[src/hdl/vuc_pkg.sv]
// Shared types and constants for the unsigned 64-bit varint codec.
// No dependencies; used by varint_u64_codec.
package vuc_pkg;

   // Field widths
   localparam int ValueWidth  = 64;
   localparam int ByteWidth   = 8;
   localparam int LengthWidth = 4;
   localparam int KindWidth   = 2;
   localparam int StatusWidth = 2;

   // Format constants
   localparam int MaxBytes   = 10;   // decode byte limit, 2 to 10
   localparam int ValueBits  = 64;   // significant value bits, 8 to 64
   localparam int HardBytes  = 10;   // longest encoding of a 64-bit value
   localparam int GroupBits  = 7;
   localparam int SeenBits   = 4;
   localparam int AccBits    = (MaxBytes * GroupBits > ValueWidth) ?
                               MaxBytes * GroupBits : ValueWidth;

   localparam logic [ValueWidth-1:0] ValueMask = {ValueWidth{1'b1}} >> (ValueWidth - ValueBits);

   // Action codes
   localparam logic ActEncode = 1'b0;
   localparam logic ActDecode = 1'b1;

   // Result kinds
   localparam logic [KindWidth-1:0] KindByte  = 2'd0;
   localparam logic [KindWidth-1:0] KindValue = 2'd1;
   localparam logic [KindWidth-1:0] KindError = 2'd2;

   // Status codes
   localparam logic [StatusWidth-1:0] StOk       = 2'd0;
   localparam logic [StatusWidth-1:0] StTooShort = 2'd1;
   localparam logic [StatusWidth-1:0] StBadData  = 2'd2;

   typedef struct packed {
      logic                  action;
      logic [ValueWidth-1:0] value_in;
      logic [ByteWidth-1:0]  byte_in;
      logic                  end_of_buffer;
   } req_type;

   typedef struct packed {
      logic [KindWidth-1:0]   kind;
      logic [ByteWidth-1:0]   byte_out;
      logic [ValueWidth-1:0]  value_out;
      logic [LengthWidth-1:0] length;
      logic [StatusWidth-1:0] status;
      logic                   last;
   } rsp_type;

endpackage

[src/hdl/varint_u64_codec.sv]
// Unsigned LEB128 varint codec, 64-bit values: encoder and decoder in one module.
// Depends on vuc_pkg for the request and response types and format constants.
//
// Usage:
//   The request channel (req_valid / req_ready / req_payload) carries one request
//   per handshake. An encode request (action 0) carries value_in; a decode
//   request (action 1) carries one stream byte in byte_in plus end_of_buffer.
//   The response channel (rsp_valid / rsp_ready / rsp_payload) is driven from
//   an output register, so a response appears the cycle after the request that
//   causes it.
//   Encoding: the value goes into a 7-bit-digit shift register; one byte leaves
//   per cycle unless stalled, low group first, bit 7 set on all but the last.
//   A request yields 1 to 10 bytes, set by the number of groups in the value, and
//   req_ready stays low until the last byte has been loaded into the output
//   register. Decoding: one byte per cycle when not stalled. Each 7-bit group
//   lands in the digit slot that the byte count selects. The byte with bit 7
//   clear returns the value and its length; a continuing tenth byte returns
//   bad_data, a continuing byte marked end_of_buffer returns too_short.
//   Other bytes return nothing. Encode requests leave an open decode untouched.
//   Stall: while rsp_ready is low and a response waits, req_ready is low and
//   the encoder holds its position; nothing is dropped.
//   Reset (synchronous, active high) empties the output register, stops the
//   encoder and clears the decode accumulator and byte count.
module varint_u64_codec (
   input  logic             clock,
   input  logic             reset,
   input  logic             req_valid,
   output logic             req_ready,
   input  vuc_pkg::req_type req_payload,
   output logic             rsp_valid,
   input  logic             rsp_ready,
   output vuc_pkg::rsp_type rsp_payload
);

   // Output register
   logic             rsp_valid_ff, rsp_valid_in;
   vuc_pkg::rsp_type rsp_data_ff, rsp_data_in;

   // Encoder digit shift register
   logic                                  enc_busy_ff, enc_busy_in;
   logic [vuc_pkg::ValueWidth-1:0]        enc_value_ff, enc_value_in;
   logic [vuc_pkg::SeenBits-1:0]          enc_count_ff, enc_count_in;

   // Decoder digit slots and byte count
   logic [vuc_pkg::GroupBits-1:0]         slot_ff [vuc_pkg::MaxBytes];
   logic [vuc_pkg::GroupBits-1:0]         slot_in [vuc_pkg::MaxBytes];
   logic [vuc_pkg::SeenBits-1:0]          dec_seen_ff, dec_seen_in;

   logic                                  out_free;
   logic                                  req_fire;
   logic                                  enc_more;
   logic [vuc_pkg::ValueWidth-1:0]        req_value;
   logic                                  req_more;
   logic [vuc_pkg::GroupBits-1:0]         slot_new [vuc_pkg::MaxBytes];
   logic [vuc_pkg::AccBits-1:0]           acc_wide;
   logic [vuc_pkg::SeenBits-1:0]          seen_next;

   assign out_free    = !rsp_valid_ff || rsp_ready;
   assign req_ready   = !enc_busy_ff && out_free;
   assign req_fire    = req_valid && req_ready;
   assign rsp_valid   = rsp_valid_ff;
   assign rsp_payload = rsp_data_ff;

   // More groups follow while anything is left above the low digit, capped at
   // the longest encoding.
   assign enc_more  = (enc_value_ff[vuc_pkg::ValueWidth-1:vuc_pkg::GroupBits] != '0) &&
                      (enc_count_ff < vuc_pkg::SeenBits'(vuc_pkg::HardBytes - 1));
   assign req_value = req_payload.value_in & vuc_pkg::ValueMask;
   assign req_more  = req_value[vuc_pkg::ValueWidth-1:vuc_pkg::GroupBits] != '0;
   assign seen_next = dec_seen_ff + 1'b1;

   // Drop the new group into the slot picked by the byte count
   always_comb begin
      acc_wide = '0;
      for (int i = 0; i < vuc_pkg::MaxBytes; i++) begin
         slot_new[i] = (vuc_pkg::SeenBits'(i) == dec_seen_ff) ?
                       req_payload.byte_in[vuc_pkg::GroupBits-1:0] : slot_ff[i];
         acc_wide[i*vuc_pkg::GroupBits +: vuc_pkg::GroupBits] = slot_new[i];
      end
   end

   always_comb begin
      rsp_valid_in = rsp_valid_ff;
      rsp_data_in  = rsp_data_ff;
      enc_busy_in  = enc_busy_ff;
      enc_value_in = enc_value_ff;
      enc_count_in = enc_count_ff;
      slot_in      = slot_ff;
      dec_seen_in  = dec_seen_ff;

      // Release the output register once the response is taken
      if (rsp_valid_ff && rsp_ready) begin
         rsp_valid_in = 1'b0;
      end

      if (enc_busy_ff && out_free) begin
         // Emit the next digit and advance the shift register
         rsp_valid_in          = 1'b1;
         rsp_data_in           = '0;
         rsp_data_in.kind      = vuc_pkg::KindByte;
         rsp_data_in.byte_out  = {enc_more, enc_value_ff[vuc_pkg::GroupBits-1:0]};
         rsp_data_in.status    = vuc_pkg::StOk;
         rsp_data_in.last      = !enc_more;
         enc_value_in          = enc_value_ff >> vuc_pkg::GroupBits;
         enc_count_in          = enc_count_ff + 1'b1;
         enc_busy_in           = enc_more;
      end else if (req_fire) begin
         rsp_data_in = '0;
         if (req_payload.action == vuc_pkg::ActEncode) begin
            // First digit straight from the request; the rest from the shifter
            rsp_valid_in         = 1'b1;
            rsp_data_in.kind     = vuc_pkg::KindByte;
            rsp_data_in.byte_out = {req_more, req_value[vuc_pkg::GroupBits-1:0]};
            rsp_data_in.status   = vuc_pkg::StOk;
            rsp_data_in.last     = !req_more;
            enc_value_in         = req_value >> vuc_pkg::GroupBits;
            enc_count_in         = vuc_pkg::SeenBits'(1);
            enc_busy_in          = req_more;
         end else begin
            slot_in     = slot_new;
            dec_seen_in = seen_next;
            if (!req_payload.byte_in[vuc_pkg::ByteWidth-1]) begin
               rsp_valid_in          = 1'b1;
               rsp_data_in.kind      = vuc_pkg::KindValue;
               rsp_data_in.value_out = acc_wide[vuc_pkg::ValueWidth-1:0] & vuc_pkg::ValueMask;
               rsp_data_in.length    = seen_next;
               rsp_data_in.status    = vuc_pkg::StOk;
               rsp_data_in.last      = 1'b1;
            end else if (seen_next >= vuc_pkg::SeenBits'(vuc_pkg::MaxBytes)) begin
               rsp_valid_in       = 1'b1;
               rsp_data_in.kind   = vuc_pkg::KindError;
               rsp_data_in.status = vuc_pkg::StBadData;
               rsp_data_in.last   = 1'b1;
            end else if (req_payload.end_of_buffer) begin
               rsp_valid_in       = 1'b1;
               rsp_data_in.kind   = vuc_pkg::KindError;
               rsp_data_in.status = vuc_pkg::StTooShort;
               rsp_data_in.last   = 1'b1;
            end
            // Close the varint on any response
            if (rsp_valid_in && !rsp_valid_ff) begin
               dec_seen_in = '0;
               for (int i = 0; i < vuc_pkg::MaxBytes; i++) begin
                  slot_in[i] = '0;
               end
            end else if (!req_payload.byte_in[vuc_pkg::ByteWidth-1] ||
                         (seen_next >= vuc_pkg::SeenBits'(vuc_pkg::MaxBytes)) ||
                         req_payload.end_of_buffer) begin
               dec_seen_in = '0;
               for (int i = 0; i < vuc_pkg::MaxBytes; i++) begin
                  slot_in[i] = '0;
               end
            end
         end
      end
   end

   always_ff @(posedge clock) begin
      if (reset) begin
         rsp_valid_ff <= 1'b0;
         enc_busy_ff  <= 1'b0;
         enc_count_ff <= '0;
         dec_seen_ff  <= '0;
         for (int i = 0; i < vuc_pkg::MaxBytes; i++) begin
            slot_ff[i] <= '0;
         end
      end else begin
         rsp_valid_ff <= rsp_valid_in;
         enc_busy_ff  <= enc_busy_in;
         enc_count_ff <= enc_count_in;
         dec_seen_ff  <= dec_seen_in;
         slot_ff      <= slot_in;
      end
      rsp_data_ff  <= rsp_data_in;
      enc_value_ff <= enc_value_in;
   end

   // The encoder runs only while one of its bytes sits in the output register
   a_busy_has_rsp: assert property (@(posedge clock) disable iff (reset)
      enc_busy_ff |-> rsp_valid_ff)
      else $error("encoder busy without a pending response");

   // A response that is not the last one only comes from an encode in progress
   a_not_last_busy: assert property (@(posedge clock) disable iff (reset)
      (rsp_valid_ff && !rsp_data_ff.last) |-> enc_busy_ff)
      else $error("non-final response outside an encode");

   // The encoder never runs past the longest encoding
   a_enc_count: assert property (@(posedge clock) disable iff (reset)
      enc_busy_ff |-> (enc_count_ff != '0 &&
                       enc_count_ff < vuc_pkg::SeenBits'(vuc_pkg::HardBytes)))
      else $error("encoder byte count out of range");

   // An open varint never holds the byte limit
   a_dec_seen: assert property (@(posedge clock) disable iff (reset)
      dec_seen_ff < vuc_pkg::SeenBits'(vuc_pkg::MaxBytes))
      else $error("decode byte count reached the limit");

   // A finished decode leaves the byte count cleared
   a_dec_close: assert property (@(posedge clock) disable iff (reset)
      (req_fire && req_payload.action == vuc_pkg::ActDecode &&
       !req_payload.byte_in[vuc_pkg::ByteWidth-1]) |=> dec_seen_ff == '0)
      else $error("decode state not cleared after a complete varint");

endmodule

[config.mk]
export PLATFORM = sky130hd
export DESIGN_NAME = varint_u64_codec
export DESIGN_NICKNAME = d
export VERILOG_FILES = /design/src/hdl/vuc_pkg.sv /design/src/hdl/varint_u64_codec.sv
export SDC_FILE = /design/constraint.sdc
export NUM_CORES = 1
export LEC_CHECK = 0
export BUFFER_PORTS_ARGS = -buffer_cell sky130_fd_sc_hd__buf_2
export CORE_UTILIZATION = 60
export DETAILED_ROUTE_END_ITERATION = 8
export PLACE_DENSITY = 0.83
export SYNTH_ARGS = -nofsm -noshare
export SYNTH_HDL_FRONTEND = slang
export SYNTH_SLANG_ARGS = --single-unit
export TNS_END_PERCENT = 10
[constraint.sdc]
create_clock -name clock -period 7.2 [get_ports clock]
set_input_delay 0.72 -clock clock [delete_from_list [all_inputs] [get_ports clock]]
set_output_delay 0.72 -clock clock [all_outputs]
set_load 0.005 [all_outputs]
; After elaboration in Yosys (flattened, before gate mapping)
; Cells that the tools add are included.
[totals]
output_inout_bits = 83
inputBits = 78
regBits = 212
wordCells = 103
[op_classes]
n_eq_ne = 10
add_sub_neg = 2
n_mux = 46
n_bitwise = 1
order_cmp = 2
reduce_logical = 20
[ops]
columns = operator, count
row1 = $mux W79, 2
row2 = $mux W70, 2
row3 = $mux W68, 2
row4 = $mux W57, 2
row5 = $reduce_bool A57 Y1, 2
row6 = $mux W7, 10
row7 = $mux W50, 1
row8 = $mux W4, 5
row9 = $eq A3 B4 Y1 const A, 4
row10 = $mux W1, 13
row11 = $mux W2, 5
row12 = $mux W3, 3
row13 = $add A4 B1 Y4 const B, 2
row14 = $eq A2 B4 Y1 const A, 2
row15 = $eq A4 B4 Y1 const A, 2
row16 = $mux W8, 1
row17 = $logic_and A1 B1 Y1, 6
row18 = $logic_not A1 Y1, 5
row19 = $eq A1 B4 Y1 const A, 1
row20 = $ge A4 B4 Y1 const B, 1
row21 = $logic_not A4 Y1, 1
row22 = $lt A4 B4 Y1 const B, 1
row23 = $logic_or A1 B1 Y1, 3
row24 = $reduce_and A3 Y1, 1
row25 = 4 further kinds, 4

; Logic depth before layout (Yosys ltp)
; Gate-level depths: netlist of run 1.
[logic_depth]
depth_word = 11
depth_mapped = 10
depth_no_buf = 7

; Worst setup path after synthesis of run 1
; OpenSTA, ideal clock, no wires.
[synth_path]
kind = input port to flip-flop
from = input port rsp_ready
to = register enc_count_ff[3] in the netlist's numbering
path_stages = 7
path_slack_ns = 4.160
arrival_ns = 2.933
path_buffers = 2
path_cell_list = nand2b_1 buf_4 and2_1 buf_4 nand3b_1 nand2_1 a311oi_1
[synth_via]
elab_chain_cells = 5
elab_cells_between_ends = 8
cone_classes = eq/ne: 1 / mux: 1 / reduce/logical: 6
[synth_lines]
columns = item, line
row1 = "start, declared", varint_u64_codec.sv:31  ; input logic rsp_ready,
row2 = $logic_or A1 B1 Y1, varint_u64_codec.sv:58  ; assign out_free = !rsp_valid_ff || rsp_ready;
row3 = $logic_and A1 B1 Y1, varint_u64_codec.sv:59  ; assign req_ready = !enc_busy_ff && out_free;
row4 = via req_ready, varint_u64_codec.sv:28  ; output logic req_ready,
row5 = $logic_and A1 B1 Y1, varint_u64_codec.sv:60  ; assign req_fire = req_valid && req_ready;
row6 = $reduce_bool A2 Y1 (no line), -
row7 = $reduce_and A2 Y1 (no line), -
row8 = "end signal, assigned", varint_u64_codec.sv:170  ; enc_count_ff <= enc_count_in;
row9 = "end, declared", varint_u64_codec.sv:42  ; logic [vuc_pkg::SeenBits-1:0] enc_count_ff, enc_count_in;
; The timed path passes the listed nets, and every way through them passes these cells.
; A chain may end at the register's enable or synchronous reset.

; Worst setup path in the final report of run 1
[layout_path]
from = input port rsp_ready
to = register rsp_data_ff, in the netlist rsp_payload[64]
[layout_via]
elab_chain_cells = 3
elab_cells_between_ends = 4
cone_classes = reduce/logical: 4
[layout_lines]
columns = item, line
row1 = $logic_or A1 B1 Y1 (*), varint_u64_codec.sv:58
row2 = $logic_and A1 B1 Y1, varint_u64_codec.sv:59
row3 = $logic_and A1 B1 Y1, varint_u64_codec.sv:60
row4 = "end signal, assigned", varint_u64_codec.sv:174  ; rsp_data_ff <= rsp_data_in;
row5 = "end, declared", varint_u64_codec.sv:37  ; vuc_pkg::rsp_type rsp_data_ff, rsp_data_in;
; Every way passes the cells marked *; elsewhere a longest branch is shown, timed or not.

==> flow_summary_export.csv, run 1 <==
group,metric,value,unit
outcome,status,"finished, final reports clean",
cts,clock-sinks,212,
timing,max_slew.worst_pin.slew,1.18,ns
detailed_routing,dr.pass1.iters,5,
logic_synthesis,syn_area_per_cell,10.1,um^2
grt,antenna_found_initial,0,
critical_path,slowest_delay,1.03,ns
grt,track_usage,28.0,%
detailed_routing,first_iter_violations,553,
power,p_seq_share,50.8,%
finish,regArea,4900,um^2
critical_path,critical_path.slowest_cell,"or3_2",
cts,clockBufferDepth,3,
critical_path,worstPathArrival,3.42,ns
power,power.density,251,nW/um^2
detailed_routing,drcViolationCount,0,
floorplanning,die-area,15300,um^2
finish,nets,1083,
power,p_sw,597,uW
power,p_int,1.98,mW
cts,worstSkewPairLatency,0.50,ns
place,dp.cells,1159,
logic_synthesis,yosys_warnings,0,
grt,grt_pass1_vias,6555,
logic_synthesis,syn_inst,881,
finish,layout_common_cells,"238 x nand2_1, 160 x buf_2, 146 x dfxtp_1",
critical_path,path_class,"primary input to flip-flop",
timing,fin_crit,3.09,ns
cts,tritoncts,"built",
logic_synthesis,syn_nets,966,
critical_path,required,7.53,ns
cts,htreeDepth,1,
logic_synthesis,synth_cell_types,55,
power,combPwrFrac,7.2,%
critical_path,ff2ff_path_depth,4,
finish,fin_area,10300,um^2
place,dp.final_hpwl,14.2,mm
timing,slew_headroom,21.1,%
place,portBuffers,160,
finish,area_growth_syn_to_layout,15.5,%
place,dpl-instance-area,9600,um^2
timing,setup_viol,0,
timing,fmax,323,MHz
critical_path,crit_fanout,69,
cts,cts_buffers,21,
detailed_routing,vias,7012,
floorplanning,io_pins,161,
grt,grt_max_degree,70,
timing,hold_violations,0,
cts,cts_setup_buffers,0,
timing,tns,0,ns
floorplanning,core_area,14500,um^2
floorplanning,die_y,124,um
critical_path,crit_path_cell_trace,"buf_2, nand2b_1, and2_2, or3_2, o21ai_0",
detailed_routing,finalWirelength,21.1,mm
cts,post_cts_resized,0,
grt,grt_overflow_total,0,
finish,multi_input_area,3600,um^2
hold_path,holdPathStages,2,
detailed_routing,wl_per_cell,17.7,um
place,globalplace.congestion,0.837,
logic_synthesis,netlist_area,8900,um^2
timing,final_max_slew_viol_count,0,
cts,root_buffer,"clkbuf_16",
power,finalPower,2.58,mW
power,power_frac_clock,42.0,%
logic_synthesis,yosysSeqAreaShare,55.1,%
logic_synthesis,synth.ff_latch_count,212,
power,ir_worst_vdd,0.208,mV
hold_path,hold_path.class,"flip-flop to flip-flop",
finish,mostFrequentLayoutCell,"nand2_1",
power,p_leak,4.23,nW
finish,n_antenna_cell,0,
power,switching_share,23.2,%
grt,grt_pass1_wl,33.2,mm
critical_path,end_kind,"flip-flop",
finish,post_layout_nonfiller_instances,1196,
critical_path,cp-start-kind,"primary input",
cts,cts_hold_buf,0,
flow_run,maxCapViolCount,0,
finish,fillers,1111,
detailed_routing,drt.antenna.violating_nets,0,
floorplanning,rows,44,
finish,drive_gt1_share,21.8,%
timing,fin_hold_ws,0.445,ns
floorplanning,initial_utilization,61.4,%
timing,rsz0062_at_grt,"false",
timing,worst_clock_skew,0.0138,ns
floorplanning,chipWidth,124,um
timing,period_share,42.9,%
cts,path_clk_slew,0.07,ns
detailed_routing,drt-vias-per-instance,5.86,
-- metrics by stage --
| step | util (%) | worst slack [ns] |
|---|---|---|
| 2_1_floorplan | - | 4.16 |
| 4_1_cts | 70.9 | 4.10 |
| 5_1_grt | 70.9 | 3.85 |
| 3_3_place_gp | 66.3 | 3.74 |
| 6_report | 70.9 | 4.11 |
| 3_5_place_dp | 66.3 | 3.59 |
-- sequential cells by signal (all words and copies together), names as in the netlist --
register      cells
enc_busy_ff       1
dec_seen_ff       4
enc_count_ff      4
enc_value_ff     57
rsp_payload      81
rsp_valid         1
slot_ff          64
-- power groups by stage --
stage	sequential, mW	clock [mW]	combinational [mW]
after floorplan	1.33	0	0.112
after detailed placement	1.34	0	0.183
final	1.31	1.08	0.186
after CTS	1.31	1.09	0.185
after global placement	1.33	0	0.178
after global routing	1.31	1.14	0.204
-- worst max-delay path, delay by kind of cell --
kind	cells	cell delay (ns)
buffers and inverters	1	0.09
AND/OR/NAND/NOR	3	2.26
AO/OA/AOI/OAI	1	0.25
-- Yosys cell counts, drive strengths merged --
cell	number	area share, %
o21ba	1	0.11
nand3b	2	0.17
o22ai	1	0.070
o2111ai	10	0.98
a31oi	1	0.070
o41ai	1	0.098
inv	9	0.38
clkinv	1	0.042
nand2b	3	0.21
a21oi	15	0.84
o2bb2ai	6	0.59
a2111oi	1	0.31
a21o	1	0.084
a22oi	2	0.17
buf	27	2.4
a311oi	1	0.098
nor3	6	0.39
and2	25	1.8
a32o	7	0.79
dfxtp	146	33
nor2b	3	0.24
xnor2	2	0.49
and3	1	0.070
nor2	10	0.42
a32oi	1	0.098
xor2	2	0.20
a211oi	1	0.084
a2bb2o	3	0.34
nor4	26	1.8
edfxtp	66	22
a22o	56	5.5
mux2i	64	7.2
ha	7	0.98
and3b	1	0.098
o211ai	1	0.084
o21ai	73	4.5
nand2	243	10
nand4	7	0.56
clkbuf	42	1.8
or3	1	0.070
nand3	5	0.34
-- final cells by class --
cell class	count	share of cell area (%)
clock inverters	8	0.950
well taps	184	2.24
inverters	10	0.365
repair buffers	163	8.02
clock buffers	29	5.62
multi-input cells	590	35.1
flip-flops and latches	212	47.8
-- layer usage --
metal | part of all wire [%] | global-route usage, % | vias up
met5 | 0 | 0 | -
met4 | 2.3 | 9.34 | 0
met3 | 6.9 | 4.67 | 39
met2 | 49 | 48.5 | 301
met1 | 42 | 35.5 | 3316
li1 | - | - | 3356
-- cells by family after synthesis --
group                    after synthesis  share of synthesized area (%)
AO/OA/AOI/OAI                        182                           14.8
XOR/XNOR                               4                          0.689
adder cells (fa/ha/maj)                7                          0.984
buffers and inverters                 79                           4.57
flip-flops                           212                           55.1
multiplexers                          64                           7.20
AND/OR/NAND/NOR                      333                           16.6
-- final timing paths --
kind / start / slack (ns) / endpoint
worst min register to register: rsp_payload[25]$_SDFFE_PP0P_ / 0.44 / rsp_payload[25]$_SDFFE_PP0P_
worst max-delay path: rsp_ready / 4.11 / rsp_payload[64]$_SDFFE_PP0P_
worst max register to register: rsp_valid$_SDFF_PP0_ / 4.15 / rsp_payload[64]$_SDFFE_PP0P_
worst min-delay path: rsp_payload[25]$_SDFFE_PP0P_ / 0.44 / rsp_payload[25]$_SDFFE_PP0P_
Note: power is estimated with default switching activity, not from simulation.
==> run 2: changes to the inputs <==
--- a/config.mk
+++ b/config.mk
@@ -6,9 +6,9 @@
 export NUM_CORES = 1
 export LEC_CHECK = 0
 export BUFFER_PORTS_ARGS = -buffer_cell sky130_fd_sc_hd__buf_2
-export CORE_UTILIZATION = 60
+export CORE_UTILIZATION = 56
 export DETAILED_ROUTE_END_ITERATION = 8
-export PLACE_DENSITY = 0.83
+export PLACE_DENSITY = 0.78
 export SYNTH_ARGS = -nofsm -noshare
 export SYNTH_HDL_FRONTEND = slang
 export SYNTH_SLANG_ARGS = --single-unit
==> constraint.sdc (replaced) <==
create_clock -name clock -period 3 [get_ports clock]
set_input_delay 0.3 -clock clock [delete_from_list [all_inputs] [get_ports clock]]
set_output_delay 0.3 -clock clock [all_outputs]
set_load 0.005 [all_outputs]
==> run 2 against run 1 <==
  * Non-clock buffer count up 7
  * Core utilization shrank 3.6 points
  * Critical path depth grew 2
  * Clock skew down 0.0024 ns
  * Combinational power grew 140%
  * Via count shrank 0.61%
  * Cell count up 2.8%
  * Routed wire length up 0.79%
  * Register-to-register slack got worse by 3.8 ns
  * Critical endpoint is now slot_ff[26]$_SDFFE_PP0P_
  * Largest cell class unchanged
  * Largest power group unchanged
==> flow_summary_export.csv, run 2 (synthesis gave the netlist of run 1 again) <==
group,metric,value,unit
outcome,status,"finished, final reports clean",
timing,hold_violations,0,
timing,worst_clock_skew,0.0114,ns
timing,slew_headroom,36.9,%
timing,fmax,384,MHz
timing,fin_hold_ws,0.0882,ns
timing,rsz0062_at_grt,"false",
power,p_int,4.68,mW
finish,final_util,67.3,%
timing,period_share,86.9,%
detailed_routing,drt-vias-per-instance,5.67,
cts,worstSkewPairLatency,0.50,ns
power,combPwrFrac,7.4,%
power,p_leak,4.26,nW
cts,root_buffer,"clkbuf_16",
timing,tns,0,ns
finish,layout_common_cells,"238 x nand2_1, 160 x buf_2, 146 x dfxtp_1",
floorplanning,die_y,128,um
cts,tritoncts,"built",
floorplanning,io_pins,161,
critical_path,crit_fanout,10,
critical_path,required,3.44,ns
power,p_sw,1.40,mW
finish,largest_reg_flops,81,
cts,clock-sinks,212,
critical_path,crit_path_start,"dec_seen_ff[0]$_SDFFE_PP0P_",
grt,grt_pass1_vias,6631,
critical_path,path_class,"flip-flop to flip-flop",
cts,path_clk_slew,0.06,ns
cts,cts_setup_buffers,0,
floorplanning,initial_utilization,57.9,%
critical_path,r2r-start,"dec_seen_ff[0]$_SDFFE_PP0P_",
critical_path,cp-start-kind,"flip-flop",
detailed_routing,drcViolationCount,0,
detailed_routing,dr.pass1.iters,5,
finish,nets,1090,
floorplanning,die-area,16400,um^2
power,power.density,587,nW/um^2
critical_path,worstPathArrival,3.05,ns
floorplanning,rows,45,
grt,grt_pass1_wl,33.7,mm
place,portBuffers,160,
place,dp.final_hpwl,14.7,mm
power,ir_worst_vdd,0.476,mV
detailed_routing,wl_per_cell,17.3,um
finish,area_growth_syn_to_layout,16.3,%
cts,htreeDepth,1,
detailed_routing,drt.antenna.violating_nets,0,
power,power_frac_clock,40.9,%
hold_path,hold_path.class,"primary input to flip-flop",
grt,track_usage,26.2,%
cts,post_cts_resized,0,
finish,drive_gt1_share,22.1,%
timing,max_slew.worst_pin.slew,0.943,ns
cts,cts_buffers,21,
timing,setup_viol,0,
hold_path,min_from,"req_payload[65]",
grt,grt_overflow_total,0,
power,switching_share,23.0,%
detailed_routing,finalWirelength,21.3,mm
finish,n_antenna_cell,0,
grt,antenna_found_initial,0,
timing,final_max_slew_viol_count,0,
detailed_routing,first_iter_violations,496,
flow_run,maxCapViolCount,0,
cts,cts_hold_buf,0,
place,globalplace.congestion,0.823,
floorplanning,core_area,15400,um^2
grt,grt_max_degree,65,
critical_path,end_kind,"flip-flop",
power,p_seq_share,51.7,%
cts,clockBufferDepth,3,
power,finalPower,6.07,mW
floorplanning,chipWidth,128,um
finish,fillers,1237,
detailed_routing,vias,6969,
finish,mostFrequentLayoutCell,"nand2_1",
timing,fin_crit,2.61,ns
==> run 2: changes by cell type in the layout (fill, tap and decap cells not counted), sizes merged <==
| cell | change |
|---|---|
| clkbuf | +2 |
| bufinv | -1 |
| inv | -3 |
| buf | +7 |
| clkinv | +1 |
==> run 2: area by class of cell <==
cell class	count	area, um^2	area share, %
inverter	10	37.5	0.363
sequential	212	4900	47.4
timing repair buffer	170	901	8.71
multi-input combinational	590	3600	34.8
clock buffer	31	587	5.67
tap	211	264	2.55
clock inverter	5	53.8	0.520
==> run 2: power groups by stage <==
| stage | Sequential, mW | Combinational (mW) | Clock, mW |
|---|---|---|---|
| 6_report | 3.14 | 0.451 | 2.48 |
| 5_1_grt | 3.15 | 0.500 | 2.62 |
| 4_1_cts | 3.14 | 0.451 | 2.50 |
| 3_5_place_dp | 3.20 | 0.451 | 0 |
| 3_3_place_gp | 3.20 | 0.443 | 0 |
| 2_1_floorplan | 3.19 | 0.269 | 0 |
==> run 2: metal layers <==
metal	global-route usage [%]	share of wire [%]	wire length, um	vias to the layer above
met5	0	0	0	-
met4	10.4	3.3	702	0
met3	5.13	7.0	1500	57
met2	44.2	48	10200	260
met1	33.1	42	8870	3281
li1	-	-	-	3371
==> run 2: worst paths after layout <==
| check | end | slack, ns | cells past startpoint |
|---|---|---|---|
| setup / recovery | slot_ff[26]$_SDFFE_PP0P_ | 0.39 | 7 |
| hold / removal | enc_value_ff[49]$_DFFE_PP_ | 0.09 | 3 |
| setup reg to reg | slot_ff[26]$_SDFFE_PP0P_ | 0.39 | 7 |
| hold reg to reg | rsp_payload[59]$_SDFFE_PP0P_ | 0.44 | 2 |
==> run 2: metrics by stage <==
stage | cells | setup WS, ns | instance area [um^2]
global route | 1229 | 0.230 | 10300
detailed placement | 1193 | 0.442 | 9710
CTS | 1229 | 0.418 | 10300
floorplan | 881 | 0.380 | 8900
global placement | 1193 | 0.583 | 9710
finish | 1229 | 0.393 | 10300
==> run 2: worst max-delay path, stage by stage, from the launching register on <==
cell and delay, ns:
dfxtp_1 0.48, inv_1 0.13, ha_1 0.35, nor2_1 0.18, and2_1 0.43, o2111ai_1 0.15
a21oi_1 0.57, a22o_1 0.24
